`src/hdl/pts_pkg.sv`:
```
// Shared types, operation codes and the microcode ROM of the task scheduler.
package pts_pkg;

    typedef logic [1:0] t_func;

    localparam t_func FUNC_INSTALL  = 2'd0;
    localparam t_func FUNC_SLEEP    = 2'd1;
    localparam t_func FUNC_TICK     = 2'd2;
    localparam t_func FUNC_SCHEDULE = 2'd3;

    typedef enum logic [2:0] {
        ACT_NOP,
        ACT_INSTALL,
        ACT_SLEEP,
        ACT_TIME_INC,
        ACT_SCAN_INIT,
        ACT_SCAN,
        ACT_PICK,
        ACT_EMIT
    } t_act;

    typedef enum logic [1:0] {
        JMP_NEXT,
        JMP_GOTO,
        JMP_DISPATCH,
        JMP_LOOP
    } t_jmp;

    typedef logic [3:0] t_upc;

    localparam t_upc UPC_WAIT       = 4'd0;
    localparam t_upc UPC_INSTALL    = 4'd1;
    localparam t_upc UPC_EMIT       = 4'd2;
    localparam t_upc UPC_SLEEP      = 4'd3;
    localparam t_upc UPC_SCHED      = 4'd4;
    localparam t_upc UPC_SCHED_SCAN = 4'd5;
    localparam t_upc UPC_TICK       = 4'd6;
    localparam t_upc UPC_TICK_INIT  = 4'd7;
    localparam t_upc UPC_TICK_SCAN  = 4'd8;
    localparam t_upc UPC_PICK       = 4'd9;

    typedef struct packed {
        t_act act;
        logic scan_tick;   // scan wakes sleepers instead of ranking priorities
        t_jmp jmp;
        t_upc target;
    } t_uword;

    function automatic t_uword ucode_rom(input t_upc pc);
        t_uword uw;
        case (pc)
            UPC_WAIT:       uw = '{ACT_NOP,       1'b0, JMP_DISPATCH, UPC_WAIT};
            UPC_INSTALL:    uw = '{ACT_INSTALL,   1'b0, JMP_GOTO,     UPC_EMIT};
            UPC_EMIT:       uw = '{ACT_EMIT,      1'b0, JMP_GOTO,     UPC_WAIT};
            UPC_SLEEP:      uw = '{ACT_SLEEP,     1'b0, JMP_NEXT,     UPC_WAIT};
            UPC_SCHED:      uw = '{ACT_SCAN_INIT, 1'b0, JMP_NEXT,     UPC_WAIT};
            UPC_SCHED_SCAN: uw = '{ACT_SCAN,      1'b0, JMP_LOOP,     UPC_PICK};
            UPC_TICK:       uw = '{ACT_TIME_INC,  1'b1, JMP_NEXT,     UPC_WAIT};
            UPC_TICK_INIT:  uw = '{ACT_SCAN_INIT, 1'b1, JMP_NEXT,     UPC_WAIT};
            UPC_TICK_SCAN:  uw = '{ACT_SCAN,      1'b1, JMP_LOOP,     UPC_EMIT};
            UPC_PICK:       uw = '{ACT_PICK,      1'b0, JMP_GOTO,     UPC_EMIT};
            default:        uw = '{ACT_NOP,       1'b0, JMP_GOTO,     UPC_WAIT};
        endcase
        return uw;
    endfunction

endpackage

```
`src/hdl/pts_useq.sv`:
```
// Microcode sequencer: step counter, ROM lookup and jump logic.
module pts_useq (
    input  logic              i_clk,
    input  logic              i_rst_n,
    input  logic              start,
    input  pts_pkg::t_func    i_func,
    input  logic              i_scan_busy,
    output pts_pkg::t_uword   o_uword,
    output logic              busy
);
    import pts_pkg::*;

    t_upc   r_pc;
    t_upc   n_pc;
    t_uword uw;

    assign uw      = ucode_rom(r_pc);
    assign o_uword = uw;
    assign busy    = (r_pc != UPC_WAIT);

    always_comb begin
        n_pc = r_pc;
        case (uw.jmp)
            JMP_NEXT: begin
                n_pc = r_pc + t_upc'(1);
            end
            JMP_GOTO: begin
                n_pc = uw.target;
            end
            JMP_DISPATCH: begin
                if (start) begin
                    case (i_func)
                        FUNC_INSTALL:  n_pc = UPC_INSTALL;
                        FUNC_SLEEP:    n_pc = UPC_SLEEP;
                        FUNC_TICK:     n_pc = UPC_TICK;
                        FUNC_SCHEDULE: n_pc = UPC_SCHED;
                        default:       n_pc = UPC_WAIT;
                    endcase
                end
            end
            JMP_LOOP: begin
                // hold on the scan step until the last entry is evaluated
                n_pc = i_scan_busy ? r_pc : uw.target;
            end
            default: begin
                n_pc = UPC_WAIT;
            end
        endcase
    end

    always_ff @(posedge i_clk) begin
        if (!i_rst_n) begin
            r_pc <= UPC_WAIT;
        end else begin
            r_pc <= n_pc;
        end
    end

endmodule

```
`src/hdl/priority_task_scheduler_top.sv`:
```
// Top level of the fixed-priority task scheduler: task table and scan datapath.
//
// Usage: present i_func, i_prio and i_delay_ticks with start high; the item is
// taken at a rising edge where start is high and busy is low. Exactly one
// result follows per item: o_valid is high for one cycle with o_task_index,
// o_woke_any and o_table_full. The receiver cannot stall; results must be
// taken in the cycle they appear.
// Steps from the accepting edge to the result, N = installed tasks:
//   install: store the entry, then emit
//   tick:    advance the time, scan the N entries to wake sleepers, emit
//   sched:   scan the N entries, pick the highest ready priority, emit;
//   sleep:   put the current task to sleep, then the sched steps
// Each scan reads one table entry per cycle through the single registered read
// port of the priority and wake-time memories and evaluates it after its read.
// busy drops in the cycle the result shows, so the next item may be accepted
// while the result is on the ports.
// Reset clears the ready bits, task count, current task and tick counter;
// the priority and wake-time memories keep their contents and are only read
// for installed entries.
module priority_task_scheduler_top #(
    parameter int MAX_TASKS = 16
) (
    input  logic                 i_clk,
    input  logic                 i_rst_n,
    input  logic                 start,
    output logic                 busy,
    input  pts_pkg::t_func       i_func,
    input  logic [7:0]           i_prio,
    input  logic [31:0]          i_delay_ticks,
    output logic                 o_valid,
    output logic [3:0]           o_task_index,
    output logic                 o_woke_any,
    output logic                 o_table_full
);
    import pts_pkg::*;

    localparam int IW = (MAX_TASKS > 1) ? $clog2(MAX_TASKS) : 1;
    localparam int CW = $clog2(MAX_TASKS + 1);

    t_uword uw;
    logic   accept;
    logic   scan_busy;
    logic   issue;
    logic   tbl_full;

    logic [CW-1:0]        r_count;
    logic [IW-1:0]        r_cur;
    logic [63:0]          r_time;
    logic [MAX_TASKS-1:0] r_ready;

    logic [7:0]  r_prio_in;
    logic [31:0] r_dly;

    logic [7:0]  r_prio_mem [MAX_TASKS];
    logic [63:0] r_wake_mem [MAX_TASKS];
    logic [7:0]  r_prio_rd;
    logic [63:0] r_wake_rd;
    logic [63:0] wake_sum;

    logic [CW-1:0] r_addr;
    logic          r_pend;
    logic [IW-1:0] r_pidx;
    logic [7:0]    r_best_prio;
    logic [IW-1:0] r_best_idx;
    logic          r_woke;
    logic          r_full;

    pts_useq u_useq (
        .i_clk       (i_clk),
        .i_rst_n     (i_rst_n),
        .start       (start),
        .i_func      (i_func),
        .i_scan_busy (scan_busy),
        .o_uword     (uw),
        .busy        (busy)
    );

    assign accept    = start && !busy;
    assign issue     = (r_addr < r_count);
    assign scan_busy = issue || r_pend;
    assign tbl_full  = (r_count == CW'(MAX_TASKS));
    assign wake_sum  = r_time + 64'(r_dly);

    // operands of the accepted item
    always_ff @(posedge i_clk) begin
        if (accept) begin
            r_prio_in <= i_prio;
            r_dly     <= i_delay_ticks;
        end
    end

    // task table memories: one write and one registered read per cycle
    always_ff @(posedge i_clk) begin
        if (uw.act == ACT_INSTALL && !tbl_full) begin
            r_prio_mem[r_count[IW-1:0]] <= r_prio_in;
            r_wake_mem[r_count[IW-1:0]] <= '0;
        end else if (uw.act == ACT_SLEEP) begin
            r_wake_mem[r_cur] <= wake_sum;
        end
        if (uw.act == ACT_SCAN && issue) begin
            r_prio_rd <= r_prio_mem[r_addr[IW-1:0]];
            r_wake_rd <= r_wake_mem[r_addr[IW-1:0]];
        end
    end

    // control state, scan and results
    always_ff @(posedge i_clk) begin
        if (!i_rst_n) begin
            r_count     <= '0;
            r_cur       <= '0;
            r_time      <= '0;
            r_ready     <= '0;
            r_addr      <= '0;
            r_pend      <= 1'b0;
            r_pidx      <= '0;
            r_best_prio <= '0;
            r_best_idx  <= '0;
            r_woke      <= 1'b0;
            r_full      <= 1'b0;
            o_valid     <= 1'b0;
        end else begin
            o_valid <= (uw.act == ACT_EMIT);
            if (accept) begin
                r_woke <= 1'b0;
                r_full <= 1'b0;
            end
            case (uw.act)
                ACT_INSTALL: begin
                    if (tbl_full) begin
                        r_full <= 1'b1;
                    end else begin
                        r_ready[r_count[IW-1:0]] <= 1'b1;
                        r_count                  <= r_count + CW'(1);
                    end
                end
                ACT_SLEEP: begin
                    r_ready[r_cur] <= 1'b0;
                end
                ACT_TIME_INC: begin
                    r_time <= r_time + 64'd1;
                end
                ACT_SCAN_INIT: begin
                    r_addr      <= '0;
                    r_pend      <= 1'b0;
                    r_best_prio <= '0;
                    r_best_idx  <= '0;
                end
                ACT_SCAN: begin
                    // evaluate the entry read last cycle while the next read issues
                    if (r_pend) begin
                        if (uw.scan_tick) begin
                            if (!r_ready[r_pidx] && r_wake_rd <= r_time) begin
                                r_ready[r_pidx] <= 1'b1;
                                r_woke          <= 1'b1;
                            end
                        end else if (r_ready[r_pidx] && r_prio_rd > r_best_prio) begin
                            r_best_prio <= r_prio_rd;
                            r_best_idx  <= r_pidx;
                        end
                    end
                    if (issue) begin
                        r_pend <= 1'b1;
                        r_pidx <= r_addr[IW-1:0];
                        r_addr <= r_addr + CW'(1);
                    end else begin
                        r_pend <= 1'b0;
                    end
                end
                ACT_PICK: begin
                    r_cur <= r_best_idx;
                end
                default: begin
                end
            endcase
        end
    end

    always_ff @(posedge i_clk) begin
        if (uw.act == ACT_EMIT) begin
            o_task_index <= 4'(r_cur);
            o_woke_any   <= r_woke;
            o_table_full <= r_full;
        end
    end

`ifndef NO_ASSERTIONS
    a_valid_pulse: assert property (@(posedge i_clk) disable iff (!i_rst_n)
        o_valid |=> !o_valid)
        else $error("result strobe longer than one cycle");

    a_accept_busy: assert property (@(posedge i_clk) disable iff (!i_rst_n)
        accept |=> busy)
        else $error("busy not raised after an accepted item");

    a_count_range: assert property (@(posedge i_clk) disable iff (!i_rst_n)
        r_count <= CW'(MAX_TASKS))
        else $error("task count beyond table size");

    a_cur_installed: assert property (@(posedge i_clk) disable iff (!i_rst_n)
        (r_cur == '0) || (CW'(r_cur) < r_count))
        else $error("current task is not an installed entry");

    a_full_flag: assert property (@(posedge i_clk) disable iff (!i_rst_n)
        (o_valid && o_table_full) |-> (r_count == CW'(MAX_TASKS)))
        else $error("install refused while table had room");
`endif

endmodule
```
`config.mk`:
```
export PLATFORM = sky130hd
export DESIGN_NAME = priority_task_scheduler_top
export DESIGN_NICKNAME = d
export VERILOG_FILES = /design/src/hdl/pts_pkg.sv /design/src/hdl/pts_useq.sv /design/src/hdl/priority_task_scheduler_top.sv
export SDC_FILE = /design/constraint.sdc
export NUM_CORES = 1
export LEC_CHECK = 0
export ABC_CLOCK_PERIOD_IN_PS = 7550
export BUFFER_PORTS_ARGS = -buffer_cell sky130_fd_sc_hd__buf_2
export CORE_UTILIZATION = 30
export DETAILED_ROUTE_END_ITERATION = 16
export MAX_ROUTING_LAYER = met4
export PLACE_DENSITY = 0.5
export SETUP_SLACK_MARGIN = 0.1
export SLEW_MARGIN = 20
export SYNTH_ARGS = -nofsm -noshare
export SYNTH_HDL_FRONTEND = slang
export SYNTH_SLANG_ARGS = --single-unit
```
`constraint.sdc`:
```
create_clock -name i_clk -period 7.55 [get_ports i_clk]
set_input_delay 0.755 -clock i_clk [delete_from_list [all_inputs] [get_ports i_clk]]
set_output_delay 0.755 -clock i_clk [all_outputs]
set_load 0.02 [all_outputs]
```
==> Word level (Yosys, flattened, before mapping) <==
Memories as Yosys holds them, arrays and structs flattened. A register that Yosys moved wholly into a read port is not among the register bits.
Index checks and enable logic that the tools add are counted.
{ "classes": {"n_addsub": 5, "n_mux": 47, "eq_ne": 23, "reduce_logical": 24, "magnitude_cmp": 9, "n_bitwise": 5} }
{ "op_table": {"columns": ["operator", "n"], "rows": [
  ["64-bit by 1-bit adder with 64-bit output (second input constant)", 1],
  ["64-bit by 32-bit adder with 64-bit output", 1],
  ["64-bit <= comparator", 1],
  ["16-bit two-way mux", 4],
  ["64-bit two-way mux", 1],
  ["64-bit OR reduction", 1],
  ["16-bit case mux with 3 select lines", 1],
  ["4-bit two-way mux", 8],
  ["16-bit OR", 2],
  ["4-bit case mux with 4 select lines", 2],
  ["8-bit two-way mux", 3],
  ["1-bit two-way mux", 19],
  ["16-bit bitwise AND", 1],
  ["16-bit NOT", 1],
  ["8-bit case mux with 2 select lines", 1],
  ["4-bit by 5-bit less-than comparator with 1-bit output (second input constant)", 3],
  ["1-bit demux with 4-bit select", 3],
  ["3-bit equality test (second input constant)", 4],
  ["4-bit by 1-bit greater-or-equal comparator with 1-bit output (second input constant)", 3],
  ["2-bit != test (second input constant)", 6],
  ["5-bit by 1-bit adder with 5-bit output (second input constant)", 2],
  ["5-bit case mux with 2 select lines", 1],
  ["2-bit equality test (second input constant)", 4],
  ["8-bit > comparator", 1],
  ["other kinds (22)", 39]
]} }
{ "word_totals": {"ram_bits": 1152, "input_bits": 45, "memories": 3, "mem_bits_ro": 144, "regBits": 164, "wordCells": 134, "output_inout_bits": 8} }
{ "memory_table": {"columns": ["name", "words", "width", "rd", "rd_ports_with_merged_regs", "write_ports", "line", "text"], "rows": [
  ["r_wake_mem", 16, 64, 1, 1, 1, "priority_task_scheduler_top.sv:55", "logic [63:0] r_wake_mem [MAX_TASKS];"],
  ["(no name shown)", 16, 9, 1, 1, 0, "pts_pkg.sv:51", "case (pc)"],
  ["r_prio_mem", 16, 8, 1, 1, 1, "priority_task_scheduler_top.sv:54", "logic [7:0] r_prio_mem [MAX_TASKS];"]
]} }

==> Logic depth before layout (Yosys ltp) <==
Gate-level depths: netlist (run 1).
{ "depth": {"word_depth": 9, "depth_mapped": 14, "ltp_nobuf": 13} }

==> Hierarchy <==
Synthesis (run 1) repeated with hierarchy kept, for this count alone.
{ "unflattened": {"hier_cells": 3177, "hier_area_um2": 57646.5} }
{ "by_module_without_submodules": {"columns": ["module", "seq_area_each_um2", "cells_each", "area_per_inst_um2", "n_inst"], "rows": [
  ["priority_task_scheduler_top", 40418.8, 3086, 56827.0, 1],
  ["pts_useq", 240.2, 91, 819.5, 1]
]} }

==> Worst setup path after synthesis (run 1) <==
Ideal clock, no wire load.
{ "synth_path": {"path_type": "reg-to-reg", "start": "reg r_count[2]", "end": "reg r_addr[1]", "setup_time_ns": 0.080, "n_path_buf": 1, "period_less_slack_ns": 5.528, "t_arrival_ns": 5.448, "stages_incl_launch_ff": 10, "t_required_ns": 7.470, "path_slack_ns": 2.022, "cell_sequence": "dfxtp_1 clkbuf_1 inv_1 ha_1 a21oi_1 o21bai_1 a21o_1 nor2_1 a22oi_1 nor2_1"} }
{ "synth_between": {"elab_chain_len": 3} }
{ "synth_rtl": {"columns": ["item", "line", "text"], "rows": [
  ["start: declaration", "priority_task_scheduler_top.sv:46", "logic [CW-1:0] r_count;"],
  ["start signal: assignment", "priority_task_scheduler_top.sv:133", "r_count <= r_count + CW'(1);"],
  ["5-bit less-than comparator", "priority_task_scheduler_top.sv:79", "assign issue = (r_addr < r_count);"],
  ["2-bit != test (no line)", null, null],
  ["2-bit AND reduction (no line)", null, null],
  ["end signal: assignment", "priority_task_scheduler_top.sv:164", "r_addr <= r_addr + CW'(1);"],
  ["end: declaration", "priority_task_scheduler_top.sv:60", "logic [CW-1:0] r_addr;"]
]} }
Every way passes these cells.
A chain may end at the register's enable or synchronous reset.

==> Worst setup path after layout (run 1) <==
{ "layout_path": {"start": "reg r_time[0]", "end": "mem r_wake_mem[0][46] (data pin)"} }
{ "layout_between": {"elab_chain_len": 2} }
{ "layout_rtl": {"columns": ["item", "line", "text"], "rows": [
  ["start: declaration", "priority_task_scheduler_top.sv:48", "logic [63:0] r_time;"],
  ["start signal: assignment", "priority_task_scheduler_top.sv:140", "r_time <= r_time + 64'd1;"],
  ["64-bit by 32-bit adder with 64-bit output", "priority_task_scheduler_top.sv:82", "assign wake_sum = r_time + 64'(r_dly);"],
  ["64-bit two-way mux (no line)", null, null],
  ["end: declaration", "priority_task_scheduler_top.sv:55", null]
]} }
Every way passes these cells.

==> results.cfg, run 1 <==
[sta]
finalSetupViolCount = 0
worstMarginPinSlew_ns = 1.12
timing.fmax_mhz = 228
worst_clock_skew_ns = 0.0477
timing.final.crit_share = 0.581
slew_violations = 0
timing.setup.tns_ns = 0
finalHoldViolations = 0
rsz0062_at_grt = false
relSlewSlack = 0.245
fin_crit_ns = 4.39

[worst_hold_path]
hold_path.class = primary input to flip-flop

[logic_synthesis]
yosysWarnings = 0
avgSynthCellArea_sq_um = 18.2
synth.top_cell.area_share = 0.664
synth_edf_count = 1270
yosysTopAreaCell = edfxtp_1
seq_area_frac_synth = 0.708
synth_flop_cell = edfxtp_1
synth_top_cells_by_area = edfxtp_1 66%, mux4_2 14%, dfxtp_1 4.4%
netlist_area_sq_um = 57400
synth.distinct_cells = 84
synthArstFlopShare = 0
syn_nets = 3331
synthCells = 3161
synth-seq-cells = 1396

[cts]
clockBufferDepth = 3
cts_tree = done
numCtsBuffers = 152
clkSlewWorstSetupHoldPaths_ns = 0.06
cts_max_level = 4
clk_latency_ns = 0.79
cts_resized = 0
clkSinkCount = 1396
postCtsSetupRepairBufs = 0
cts-root-buf = clkbuf_16
hold_buffers = 0

[critical_path]
worstSetupPathType = flip-flop to flip-flop
required_ns = 7.99
path_max_fanout = 26
crit_path_end_kind = flip-flop
critPathArrivalTime_ns = 4.83
crit_path_start_kind = flip-flop

[placed_design]
routabilityCongestion = 0.829
dpl.hpwl_mm = 82.3
portBuffers = 52

[global_route]
grt_antenna_before_repair = 3
overflow = 0
grt_pass1_wl_mm = 209
track_usage = 0.152
grt_pass1_vias = 30100
grt_max_degree = 125

[pwr]
internal_power_mw = 13.9
vdd_drop_max_mv = 0.240
p_sw_frac = 0.245
comb_power_share = 0.100
p_switching_mw = 4.49
clkPwrFrac = 0.395
power.density_nw_per_um2 = 279
share_seq_of_total_power = 0.505
total_power_mw = 18.4
leakage_nw = 19.1

[cells_and_area]
drive_gt1_frac = 0.221
area_growth_syn_to_layout_pct = 14.8
fillers = 17900
layout.nets = 3442
utilization = 0.346

[floorplanning]
ioPinCount = 53
die_w_um = 439
die_y_um = 439
dieArea_sq_um = 193000
rows = 160
core_sq_um = 190000
start_util = 0.302

[detailed_routing]
num_vias = 29200
routed_wl_mm = 142
vias_per_cell = 4.94
drcViolationCount = 0
antenna_left = 0
drt_iter0_markers = 2332
dr.pass1.iters = 5
wl_per_cell_um = 24.0

[outcome]
status = finished clean

[job]
cap_viol_max_count = 0
==> cells by family after synthesis <==
family                   synth area share
buffers and inverters              0.0166
multiplexers                        0.146
AO/OA/AOI/OAI                      0.0360
adder cells (fa/ha/maj)            0.0274
flip-flops                          0.708
AND/OR/NAND/NOR                    0.0502
XOR/XNOR                           0.0153
==> critical path, stage by stage (launching register included) <==
cell and delay, ns:
dfxtp_1 0.43, ha_1 0.26, fa_1 0.24, a21o_1 0.14, and4_1 0.25, o211ai_1 0.17, a21boi_1 0.37, o211ai_1 0.20
and3_2 0.44, or4b_2 0.70, a21oi_1 0.84
==> routing by layer <==
metal / vias up / part of all wire / wire, um / track usage
met1: 15500 / 0.45 / 64200 / 0.204
met2: 576 / 0.49 / 69000 / 0.242
li1: 13000 / - / - / -
met5: - / 0 / 0 / -
met3: 179 / 0.040 / 5720 / 0.0230
met4: 0 / 0.020 / 2830 / 0.0369
==> placed cells by master (no fill, tap or decap), types with 60 or more instances in the layout <==
cell type,count
edfxtp_1,1270
mux4_2,364
nor2_1,157
clkbuf_16,154
ha_1,124
nand2_1,123
dfxtp_1,122
inv_1,100
a21oi_1,96
xnor2_1,83
o21ai_0,72
nand3_1,60
==> final timing paths <==
path / start / endpoint / slack (ns) / depth (start not counted)
setup / recovery: r_time[0]$_SDFFE_PN0N_ / r_wake_mem[0][46]$_DFFE_PP_ / 3.16 / 10
hold / removal: i_delay_ticks[19] / r_dly[19]$_DFFE_PP_ / 0.14 / 1
setup reg to reg: r_time[0]$_SDFFE_PN0N_ / r_wake_mem[0][46]$_DFFE_PP_ / 3.16 / 10
hold reg to reg: r_full$_SDFF_PN0_ / o_table_full$_DFFE_PP_ / 0.43 / 0
==> per-stage QoR <==
step	hold WS, ns	area (sq um)	setup WS (ns)	std cells
floorplan	0.406	57400	2.02	3161
global placement	0.418	60900	2.83	5628
detailed placement	0.426	60900	2.70	5629
CTS	0.0725	65800	2.65	5910
global route	0.0866	65900	2.83	5910
finish	0.137	65900	3.16	5913
==> sequential cells by signal, summed over array words and instances (netlist names), 4 cells and up <==
name and count:
r_prio_rd 8, r_time 64, r_dly 32, r_addr 5, r_wake_rd 64, o_task_index 4
r_prio_in 8, r_wake_mem 1024, u_useq.r_pc 4, r_prio_mem 128, r_pidx 4, r_best_idx 4
r_best_prio 8, r_cur 4, r_count 5, u_useq.o_uword 8, r_ready 16
==> synth_stat cells (all sizes together) (26+ instances only) <==
| cell type | number |
|---|---|
| a21oi | 99 |
| o21ai | 74 |
| nand3 | 62 |
| nand4 | 39 |
| clkbuf | 101 |
| a31oi | 26 |
| nor2 | 189 |
| buf | 46 |
| xnor2 | 83 |
| edfxtp | 1270 |
| nand2 | 124 |
| ha | 124 |
| inv | 101 |
| mux4 | 364 |
| nor3 | 37 |
| dfxtp | 126 |
==> power by group through the flow <==
stage          sequential, mW  clock (mW)  combinational, mW
2_1_floorplan            9.36           0               1.19
3_3_place_gp             9.42           0               1.85
3_5_place_dp             9.44           0               1.88
4_1_cts                  9.28        7.43               1.89
5_1_grt                  9.31        7.74               2.01
6_report                 9.27        7.24               1.84
==> final cells by class <==
type                       count  area, sq um  share of cell area
antenna                        3         7.51            0.000114
sequential                  1396        40700               0.617
multi-input combinational   1515        16000               0.243
inverter                     103          388             0.00589
clock inverter                93          905              0.0137
tap                         2511         3140              0.0477
clock buffer                 188         3980              0.0604
timing repair buffer         104          754              0.0115
(Power assumes the default switching activity.)
==> run 2, diff against run 1 <==
--- a/config.mk
+++ b/config.mk
@@ -5,7 +5,7 @@
 export SDC_FILE = /design/constraint.sdc
 export NUM_CORES = 1
 export LEC_CHECK = 0
-export ABC_CLOCK_PERIOD_IN_PS = 7550
+export ABC_CLOCK_PERIOD_IN_PS = 4600
 export BUFFER_PORTS_ARGS = -buffer_cell sky130_fd_sc_hd__buf_2
 export CORE_UTILIZATION = 30
 export DETAILED_ROUTE_END_ITERATION = 16
==> constraint.sdc (replaced) <==
create_clock -name i_clk -period 4.6 [get_ports i_clk]
set_input_delay 0.46 -clock i_clk [delete_from_list [all_inputs] [get_ports i_clk]]
set_output_delay 0.46 -clock i_clk [all_outputs]
set_load 0.02 [all_outputs]
==> run 2 against run 1 <==
  * Final area grew 1.5%
  * Clock-buffer cell count is 4 higher
  * Via count rose by 1.6%
  * Total power rose by 67%
  * First-iteration DRC count shrank 1.6%
  * Sequential share of layout area fell by 0.90 points
  * Die area did not move
  * Sequential power up 64%
  * Worst hold slack gained 0.022 ns
  * Sequential cell count did not move
  * Cell count grew 1.2%
  * Combinational power grew 73%
  * Highest routed layer unchanged
==> results.cfg, run 2 (synthesis gave the netlist of run 1 again) <==
[cts]
clkSinkCount = 1396
clk_latency_ns = 0.79
cts_tree = done
clkSlewWorstSetupHoldPaths_ns = 0.06
clockBufferDepth = 3
numCtsBuffers = 153
cts_max_level = 4
cts-root-buf = clkbuf_16
postCtsSetupRepairBufs = 0

[cells_and_area]
layout.nets = 3516
largest_register_ffs = 1024
utilization = 0.352
top_register = r_wake_mem
drive_gt1_frac = 0.223
area_growth_syn_to_layout_pct = 16.5
final_cell_mix = 1,270 x edfxtp_1, 364 x mux4_2, 169 x nor2_1
fillers = 17800
final_cell_count_no_fill = 5981
final_common_cell = edfxtp_1

[job]
cap_viol_max_count = 0

[critical_path]
path_max_fanout = 26
crit_path_start_kind = flip-flop
path_buf_inv = 1
path_cells = ha_1, nand4_1, nor2_1, nand3_1, nor3_1, o211ai_1, and3_1, buf_12, nor4_1, mux2i_2
path_delay_family = simple AND/OR/NAND/NOR gates
slowest_delay_ns = 0.69
worstSetupPathType = flip-flop to flip-flop
crit_path_end_kind = flip-flop
required_ns = 5.08
critPathArrivalTime_ns = 4.64
critPathSlowestCell = mux2i_2

[floorplanning]
start_util = 0.302
rows = 160
dieArea_sq_um = 193000
ioPinCount = 53
die_w_um = 439
die_y_um = 439
core_sq_um = 190000

[detailed_routing]
drt_iter0_markers = 2294
num_vias = 29700
dr.pass1.iters = 5
routed_wl_mm = 146
vias_per_cell = 4.96
drcViolationCount = 0
antenna_left = 0
wl_per_cell_um = 24.4

[sta]
timing.fmax_mhz = 240
worstMarginPinSlew_ns = 1.10
relSlewSlack = 0.266
worst_clock_skew_ns = 0.0459
finalHoldViolations = 0
slew_violations = 0
finalSetupViolCount = 0
fin_crit_ns = 4.16
timing.setup.tns_ns = 0
timing.final.crit_share = 0.905
rsz0062_at_grt = false

[placed_design]
placed_cells = 5662
portBuffers = 52
dpl.hpwl_mm = 81.4
routabilityCongestion = 0.789

[pwr]
vdd_drop_max_mv = 0.345
power.density_nw_per_um2 = 458
internal_power_mw = 23.3
p_sw_frac = 0.241
comb_power_share = 0.104
p_switching_mw = 7.39
leakage_nw = 19.6
clkPwrFrac = 0.401
share_seq_of_total_power = 0.495

[global_route]
track_usage = 0.156
grt_antenna_before_repair = 6
grt_pass1_wl_mm = 214
grt_max_degree = 110
overflow = 0
grt_pass1_vias = 30400

[worst_hold_path]
hold_path.class = primary input to flip-flop

[outcome]
status = finished clean
## run 2: layout make-up
cell class | instances | area [sq um] | area share
Multi-Input combinational cell | 1515 | 16000 | 0.239
Inverter | 103 | 388 | 0.00580
Antenna cell | 1 | 2.50 | 0.0000374
Sequential cell | 1396 | 40700 | 0.608
Clock inverter | 86 | 942 | 0.0141
Tap cell | 2511 | 3140 | 0.0470
Timing Repair Buffer | 177 | 1690 | 0.0252
Clock buffer | 192 | 4060 | 0.0607
## run 2: path summary, 6_finish.rpt
kind                                 from                     endpoint  slack [ns]  cells past startpoint
hold reg to reg         r_full$_SDFF_PN0_       o_table_full$_DFFE_PP_        0.43                      0
setup / recovery  r_time[23]$_SDFFE_PN0N_  r_wake_mem[7][56]$_DFFE_PP_        0.44                     10
hold / removal                      start            r_woke$_SDFF_PN0_        0.16                      4
setup reg to reg  r_time[23]$_SDFFE_PN0N_  r_wake_mem[7][56]$_DFFE_PP_        0.44                     10
## run 2: per-layer routing
layer | wire length (um) | global-route usage | up-vias
met5 | 0 | - | -
met4 | 2990 | 0.0407 | 0
met3 | 6600 | 0.0264 | 206
met2 | 72700 | 0.253 | 695
met1 | 63700 | 0.203 | 15600
li1 | - | - | 13100
## run 2: what timing repair did
action,in CTS,in global routing
gates resized for setup,0,2
hold buffers,38,2
endpoints found under the hold margin,38,2
setup endpoints to repair,0,32
## run 2: tightest hold or removal path: stages
cell and delay [ns]:
buf_2 0.11, nand3_1 0.14, nand2_1 0.10, a21oi_1 0.05
## run 2: power groups by stage
stage	registers, mW	logic, mW	clock network [mW]
4_1_cts	15.2	3.26	12.6
2_1_floorplan	15.4	1.96	0
5_1_grt	15.3	3.45	13.1
3_5_place_dp	15.5	3.22	0
3_3_place_gp	15.4	3.22	0
6_report	15.2	3.18	12.3
## run 2: metrics by stage
step	area [sq um]	power [mW]	hold slack, ns	worst slack, ns
3_5_place_dp	61400	18.7	0.419	0.260
3_3_place_gp	61400	18.7	0.419	0.368
4_1_cts	66800	31.0	0.00355	0.193
6_report	66900	30.7	0.160	0.437
2_1_floorplan	57400	17.3	0.406	-0.466
5_1_grt	66900	31.8	0.167	0.216
